===== src/design/wts_pkg.sv =====
// Shared types, command and register codes, and the instrument wave tables
// for the two-voice wavetable sequencer. No dependencies.
package wts_pkg;

  localparam int TABLE_COUNT = 5;
  localparam int TABLE_LEN   = 64;
  localparam int SAMPLE_W    = 12;
  localparam int ENTRY_W     = 25;
  localparam int PERIOD_W    = 16;
  localparam int DIV_W       = 40;   // note duration width, also divider dividend width
  localparam int BEAT_W      = 34;   // clocks per beat: (clock / tempo) * 60
  localparam int Q1_W        = 28;   // clock / tempo

  // Command codes
  localparam logic [1:0] CMD_MELODY  = 2'd0;
  localparam logic [1:0] CMD_HARMONY = 2'd1;
  localparam logic [1:0] CMD_LOAD    = 2'd2;
  localparam logic [1:0] CMD_REWIND  = 2'd3;

  // Register indexes
  localparam logic [1:0] REG_TEMPO       = 2'd0;
  localparam logic [1:0] REG_MELODY_LEN  = 2'd1;
  localparam logic [1:0] REG_HARMONY_LEN = 2'd2;
  localparam logic [1:0] REG_INSTR       = 2'd3;

  typedef struct packed {
    logic [9:0] tempo_bpm;
    logic [8:0] melody_length;
    logic [8:0] harmony_length;
    logic [2:0] instrument_select;
  } cfg_t;

  // One decoded command as it travels through the queue
  typedef struct packed {
    logic [1:0]         cmd;
    logic               voice;
    logic [7:0]         idx;
    logic [ENTRY_W-1:0] entry;
  } op_t;

  typedef struct packed {
    logic [10:0]         dac_sample;
    logic [PERIOD_W-1:0] next_period;
    logic                note_advanced;
    logic                voice_finished;
    logic                song_finished;
  } result_t;

  localparam logic [11:0] WAVE_ROM [TABLE_COUNT*TABLE_LEN] = '{
    // sine
    12'd2048,12'd2224,12'd2399,12'd2571,12'd2737,12'd2897,12'd3048,12'd3190,
    12'd3321,12'd3439,12'd3545,12'd3635,12'd3711,12'd3770,12'd3813,12'd3839,
    12'd3848,12'd3839,12'd3813,12'd3770,12'd3711,12'd3635,12'd3545,12'd3439,
    12'd3321,12'd3190,12'd3048,12'd2897,12'd2737,12'd2571,12'd2399,12'd2224,
    12'd2048,12'd1872,12'd1697,12'd1525,12'd1359,12'd1199,12'd1048,12'd906,
    12'd775,12'd657,12'd551,12'd461,12'd385,12'd326,12'd283,12'd257,
    12'd248,12'd257,12'd265,12'd300,12'd385,12'd461,12'd551,12'd657,
    12'd775,12'd906,12'd1048,12'd1199,12'd1359,12'd1525,12'd1697,12'd1872,
    // trumpet
    12'd2014,12'd2176,12'd2312,12'd2388,12'd2134,12'd1578,12'd606,12'd198,
    12'd1578,12'd3020,12'd2952,12'd2346,12'd2134,12'd2074,12'd2168,12'd2124,
    12'd2022,12'd2030,12'd2090,12'd2124,12'd2022,12'd2022,12'd2116,12'd2226,
    12'd2168,12'd2150,12'd2158,12'd2210,12'd2176,12'd2098,12'd2030,12'd2090,
    12'd2014,12'd2176,12'd2312,12'd2388,12'd2134,12'd1578,12'd606,12'd198,
    12'd1578,12'd3020,12'd2952,12'd2346,12'd2134,12'd2074,12'd2168,12'd2124,
    12'd2022,12'd2030,12'd2090,12'd2124,12'd2022,12'd2022,12'd2116,12'd2226,
    12'd2168,12'd2150,12'd2158,12'd2210,12'd2176,12'd2098,12'd2030,12'd2090,
    // flute
    12'd2014,12'd2504,12'd2748,12'd3096,12'd3396,12'd3594,12'd3650,12'd3594,
    12'd3350,12'd3124,12'd2766,12'd2438,12'd2184,12'd2014,12'd1826,12'd1780,
    12'd1666,12'd1694,12'd1620,12'd1554,12'd1488,12'd1348,12'd1196,12'd1102,
    12'd1018,12'd952,12'd990,12'd1066,12'd1178,12'd1318,12'd1516,12'd1752,
    12'd2014,12'd2504,12'd2748,12'd3096,12'd3396,12'd3594,12'd3650,12'd3594,
    12'd3350,12'd3124,12'd2766,12'd2438,12'd2184,12'd2014,12'd1826,12'd1780,
    12'd1666,12'd1694,12'd1620,12'd1554,12'd1488,12'd1348,12'd1196,12'd1102,
    12'd1018,12'd952,12'd990,12'd1066,12'd1178,12'd1318,12'd1516,12'd1752,
    // guitar
    12'd2048,12'd2048,12'd2052,12'd2003,12'd1869,12'd1665,12'd1459,12'd1293,
    12'd1238,12'd1332,12'd1563,12'd1928,12'd2343,12'd2673,12'd2922,12'd3073,
    12'd3116,12'd3005,12'd2792,12'd2471,12'd2080,12'd1728,12'd1510,12'd1517,
    12'd1754,12'd2175,12'd2716,12'd3227,12'd3579,12'd3692,12'd3544,12'd3250,
    12'd2907,12'd2571,12'd2347,12'd2193,12'd2103,12'd2067,12'd2054,12'd2072,
    12'd2157,12'd2273,12'd2367,12'd2494,12'd2527,12'd2500,12'd2363,12'd2163,
    12'd1948,12'd1731,12'd1602,12'd1557,12'd1621,12'd1689,12'd1717,12'd1718,
    12'd1701,12'd1698,12'd1750,12'd1843,12'd1954,12'd2048,12'd2048,12'd2048,
    // oboe
    12'd2126,12'd2164,12'd2238,12'd2550,12'd3356,12'd3496,12'd2550,12'd1510,
    12'd1322,12'd1322,12'd1406,12'd1462,12'd1538,12'd1690,12'd2078,12'd2268,
    12'd2418,12'd2664,12'd2930,12'd3090,12'd2854,12'd3176,12'd2740,12'd2172,
    12'd1416,12'd1038,12'd896,12'd980,12'd1132,12'd1368,12'd1604,12'd1984,
    12'd2126,12'd2164,12'd2238,12'd2550,12'd3356,12'd3496,12'd2550,12'd1510,
    12'd1322,12'd1322,12'd1406,12'd1462,12'd1538,12'd1690,12'd2078,12'd2268,
    12'd2418,12'd2664,12'd2930,12'd3090,12'd2854,12'd3176,12'd2740,12'd2172,
    12'd1416,12'd1038,12'd896,12'd980,12'd1132,12'd1368,12'd1604,12'd1984
  };

  function automatic logic [11:0] wave_lookup(input logic [2:0] tbl, input logic [5:0] idx);
    return WAVE_ROM[{tbl, idx}];
  endfunction

endpackage


===== src/design/wts_queue.sv =====
// Two-entry queue of decoded commands between front and back end.
// Depends on wts_pkg.
module wts_queue import wts_pkg::*; (
  input  logic clk,
  input  logic rst,
  input  logic push,
  input  op_t  push_data,
  output logic full,
  input  logic pop,
  output logic empty,
  output op_t  head
);

  op_t        slots [2];
  logic       wr_ptr;
  logic       rd_ptr;
  logic [1:0] count;

  assign full  = (count == 2'd2);
  assign empty = (count == 2'd0);
  assign head  = slots[rd_ptr];

  // Store payload
  always_ff @(posedge clk) begin
    if (push) begin
      slots[wr_ptr] <= push_data;
    end
  end

  // Advance pointers and count
  always_ff @(posedge clk) begin
    if (rst) begin
      wr_ptr <= 1'b0;
      rd_ptr <= 1'b0;
      count  <= 2'd0;
    end else begin
      if (push) wr_ptr <= !wr_ptr;
      if (pop)  rd_ptr <= !rd_ptr;
      case ({push, pop})
        2'b10:   count <= count + 2'd1;
        2'b01:   count <= count - 2'd1;
        default: count <= count;
      endcase
    end
  end

endmodule


===== config.mk =====
export PLATFORM = sky130hd
export DESIGN_NAME = wts_queue
export DESIGN_NICKNAME = d
export VERILOG_FILES = /design/src/design/wts_pkg.sv /design/src/design/wts_queue.sv
export SDC_FILE = /design/constraint.sdc
export NUM_CORES = 1
export LEC_CHECK = 0
export BUFFER_PORTS_ARGS = -buffer_cell sky130_fd_sc_hd__clkbuf_2
export CORE_ASPECT_RATIO = 0.9
export CORE_MARGIN = 2
export CORE_UTILIZATION = 35
export CTS_CLUSTER_DIAMETER = 80
export DETAILED_ROUTE_END_ITERATION = 8
export PLACE_DENSITY = 0.6
export SLEW_MARGIN = 20
export SYNTH_ARGS = -nofsm -noshare
export SYNTH_HDL_FRONTEND = slang
export SYNTH_SLANG_ARGS = --single-unit

===== constraint.sdc =====
create_clock -name clk -period 3.8 [get_ports clk]
set_clock_uncertainty 0.2 [all_clocks]
set_input_delay 0.76 -clock clk [delete_from_list [all_inputs] [get_ports clk]]
set_output_delay 0.76 -clock clk [all_outputs]
set_load 0.1 [all_outputs]

Word level (Yosys, flattened, before mapping):

Memories as Yosys holds them, arrays and structs flattened. A register that Yosys moved wholly into a read port is not among the register bits.
Cells that the tools add are included.

* memory bits (writable): 72
* output and inout bits: 38
* input port bits: 40
* latch bits: 0
* memories kept: 1
* bits in read-only memories: 0
* word-level logic and storage cells: 18
* register bits after elaboration: 4

Memory list
* slots: depth 2, width 36, rd ports 1, clocked after memory_dff 1, write ports 1, RTL line wts_queue.sv:14 `op_t slots [2];`

* $lt $le $gt $ge: 0
* equality and inequality tests: 3
* shifts and indexed selects: 0
* reductions and logical operators: 4
* $mul: 0
* bitwise gates (word level): 0
* add/subtract/negate cells: 2
* div/mod/pow operators: 0
* mux-type cells: 5

Operators with widths (number)
* $eq 2x2->1 const B: 2
* $mux 1: 4
* $pmux 2 s2: 1
* $add 2x1->2 const B: 1
* $eq 2x1->1 const B: 1
* $logic_not 1->1: 2
* $logic_not 2->1: 1
* $reduce_bool 2->1: 1
* $sub 2x1->2 const B: 1

Longest topological paths before layout:

* depth in word-level cells: 3
* depth in mapped cells: 5
* gate-level depth less buffers: 5

Worst setup path before layout:

Ideal clock, no wire load.

* path kind: in2reg
* start point: input port push
* end point: memory slots[0][0] in the netlist's numbering (enable)
* library setup time: 0.430 ns
* slack: 0.838 ns
* stages: 2
* data required time: 3.170 ns
* arrival time: 2.332 ns
* buffers on the path: 0
* path through: inv_1 -> nor2_1

* longest elaborated chain between the ends: 2

RTL lines
* start: declaration: RTL line wts_queue.sv:6 `input logic push,`
* $mux 1: RTL line wts_queue.sv:25 `if (push) begin`
* $mux 1 (implied by the code): RTL line wts_queue.sv:26 `slots[wr_ptr] <= push_data;`
* end: declaration: RTL line wts_queue.sv:14

Every way passes these cells.

==> results.md <==
| Metric | This run |
|---|---|
| Outcome | finished, final reports clean |
| Die area | 8710 um2 |
| Port bufs | 77 |
| WP data arrival | 2.08 ns |
| Routed Wire Length | 4780 um |
| Sequential cell area fraction in the yosys report | 81.0% |
| Remaining antenna violation count | 0 |
| Antenna violations before repair | 0 |
| Post-route worst setup slack | 0.765 ns |
| Average wire per cell in the routed design | 14.9 um |
| Top routing layer in use | met4 |
| Crit Path Max Fanout | 36 |
| Post-synthesis share of cell area spent on xor and xnor gates | 1.25% |
| Vias/cell | 4.50 |
| Chip height | 88.7 um |
| Commonest non-fill, non-tap cell in the layout | clkbuf_2 |
| Final setup viols | 0 |
| GP Congestion | 0.644 |
| Post-synthesis instance total | 134 |
| CTS tree | yes |
| Fill count | 687 |
| Endpoints failing hold | 0 |
| Max-slew violation count | 0 |
| Crit path required time | 2.84 ns |
| Clock tree sinks | 77 |
| Worst Setup Slack post-DPL | 1.07 ns |
| Routed length on met1 | 2040 um |
| Largest family of logic cells by synthesized area | multiplexers |
| Pin count of the biggest net entering global routing | 37 |
| Simple-gate portion of the synthesized area | 1.57% |
| Met3 WL | 322 um |
| Worst ir drop on vdd | 0.299 mV |
| Path class of the lowest-slack min-delay path | flop to flop |
| Overall fraction of global-route tracks in use | 11.2% |
| Number of remaining DRC errors | 0 |
| Clock Root Buffer | clkbuf_8 |
| Seq cells post-synth | 77 |
| Multiplexer share of the synthesized area | 14.5% |
| P per Cell Area | 618 nW/um2 |
| Post-synth design cell area | 2790 um2 |
| Post-synthesis share of cell area spent on full adders, half adders and majority gates | 0.448% |
| Via total after detailed routing | 1439 |
| Estimated wirelength of the detail-placed design | 2960 um |
| Complex-gate fraction of the synthesized area | 0.358% |
| Layout overhead on the synthesized area | 25.6% |
| Number of standard cells in the final layout excluding fillers | 320 |
| RSZ-0062 raised after global routing | false |
| Number of warnings reported in the yosys synthesis log | 0 |
| Slew @ Worst Pin | 0.907 ns |
| Count of H-tree levels built during CTS | 3 |
| Share of the clock period used by the worst path | 79.9% |
| Lkg Pwr | 1.33 nW |
| Proportion of layout cells with a drive suffix above 1 | 58.9% |
| Later-pin clock latency in the skew report | 0.33 ns |
| Most frequent cells in the layout | clkbuf_2, edfxtp_1, mux2_2 |
| Net Count, Synth | 175 |
| Grt ovf | 0 |
| Critical register-to-register path startpoint | wr_ptr$_SDFFE_PP0P_ |
| Synth unique cells | 14 |
| Vias in the first global route | 1487 |
| Buffer levels on the longest clock path | 2 |
| Area of the core region | 7660 um2 |
| Fmax | 329 MHz |
| Startpoint kind of the worst setup timing path | flop |
| Drt initial violations | 33 |
| Final sum of negative setup slack | 0 ns |
| Number of nets in the finished design | 260 |
| First-pass GRT wire length | 7220 um |
| Core Rows | 30 |
| Headroom to the max-slew limit | 39.5% |
| Worst hold path startpoint | count[1]$_SDFFE_PP0P_ |
| # placed instances | 304 |
| Avg Inst Size Synth | 20.8 um2 |
| Metal2 WL | 2340 um |
| CTS clk-pin slew, worst paths | 0.07 ns |
| Starting utilization of the core area | 36.5% |
| Final Util | 45.8% |
| Endpoint type of the worst setup path | output port |
| Crit path time final | 3.04 ns |
| Number of diodes | 0 |
| Max-Cap Viols | 0 |
| PnR Total Power | 0.00217 W |
| DR pass1 iterations | 4 |
| Post-CTS Hold Fix Bufs | 0 |
| Post-CTS Repair Setup Buffers | 0 |
| CTS Buf Count | 9 |
| Count of cells resized by post-cts repair | 0 |
| Crit Path Class | flop to output port |
| Die Span X | 98.2 um |
| Ports placed on the boundary | 78 |
[state kept, by name, indices dropped and copies added (netlist names), named ones only]
register,cells
slots,72
wr_ptr,1
rd_ptr,1
count,2
[worst max-delay path, stage by stage, from the launching register on]
cell	delay, ns
dfxtp_2	0.93
mux2_2	0.43
clkbuf_2	0.37
[cell families (layout without fill, tap and decap cells)]
group | Yosys count | count (layout)
compound gates | 2 | 2
xor+xnor | 4 | 4
fa+ha+maj | 1 | 1
buf+inv | 5 | 95
flops | 77 | 77
mux | 36 | 36
simple gates | 9 | 9
[final timing paths]
kind                                          endpoint  slack (ns)  cells past startpoint
worst max-delay path                          head[22]        0.76                      2
worst min-delay path             count[1]$_SDFFE_PP0P_        0.32                      2
worst max register to register  slots[1][11]$_DFFE_PP_        2.04                      1
worst min register to register   count[1]$_SDFFE_PP0P_        0.32                      2
[per-layer routing]
metal / up-vias / GRT usage [%]
li1: 689 / -
met4: 0 / 3.74
met5: - / 0
met2: 49 / 18.4
met1: 694 / 13.0
met3: 7 / 5.69
[cell usage after synthesis]
| cell type | instances | area [um2] |
|---|---|---|
| mux2_2 | 36 | 405 |
| and2b_2 | 1 | 8.76 |
| ha_1 | 1 | 12.5 |
| o21ai_0 | 1 | 5.00 |
| a21oi_1 | 1 | 5.00 |
| or3_1 | 1 | 6.26 |
| dfxtp_1 | 5 | 100 |
| buf_2 | 4 | 20.0 |
| nor2_1 | 6 | 22.5 |
| inv_1 | 1 | 3.75 |
| and2_1 | 1 | 6.26 |
| edfxtp_1 | 72 | 2160 |
| xor2_1 | 1 | 8.76 |
| xnor2_1 | 3 | 26.3 |
[where the power goes]
part / total [W] / internal (W) / switching, W
logic: 0.000503 / 0.0000950 / 0.000408
clock network: 0.000649 / 0.000369 / 0.000280
registers: 0.00102 / 0.000987 / 0.0000292
total: 0.00217 / 0.00145 / 0.000717
[layout make-up]
cell class                 count  area (um2)  share of cell area (%)
multi-input combinational     52         515                    14.7
clock buffer                  10         128                    3.64
inverter                       1        3.75                   0.107
sequential                    77        2260                    64.5
timing repair buffer          78         393                    11.2
clock inverter                 6        85.1                    2.43
tap                           96         120                    3.42
[stage by stage]
stage	hold slack [ns]	area, um2
4_1_cts	0.319	3510
3_3_place_gp	0.295	3300
5_1_grt	0.339	3510
3_5_place_dp	0.299	3300
2_1_floorplan	0.261	2790
6_report	0.318	3510
(Power assumes the default switching activity.)
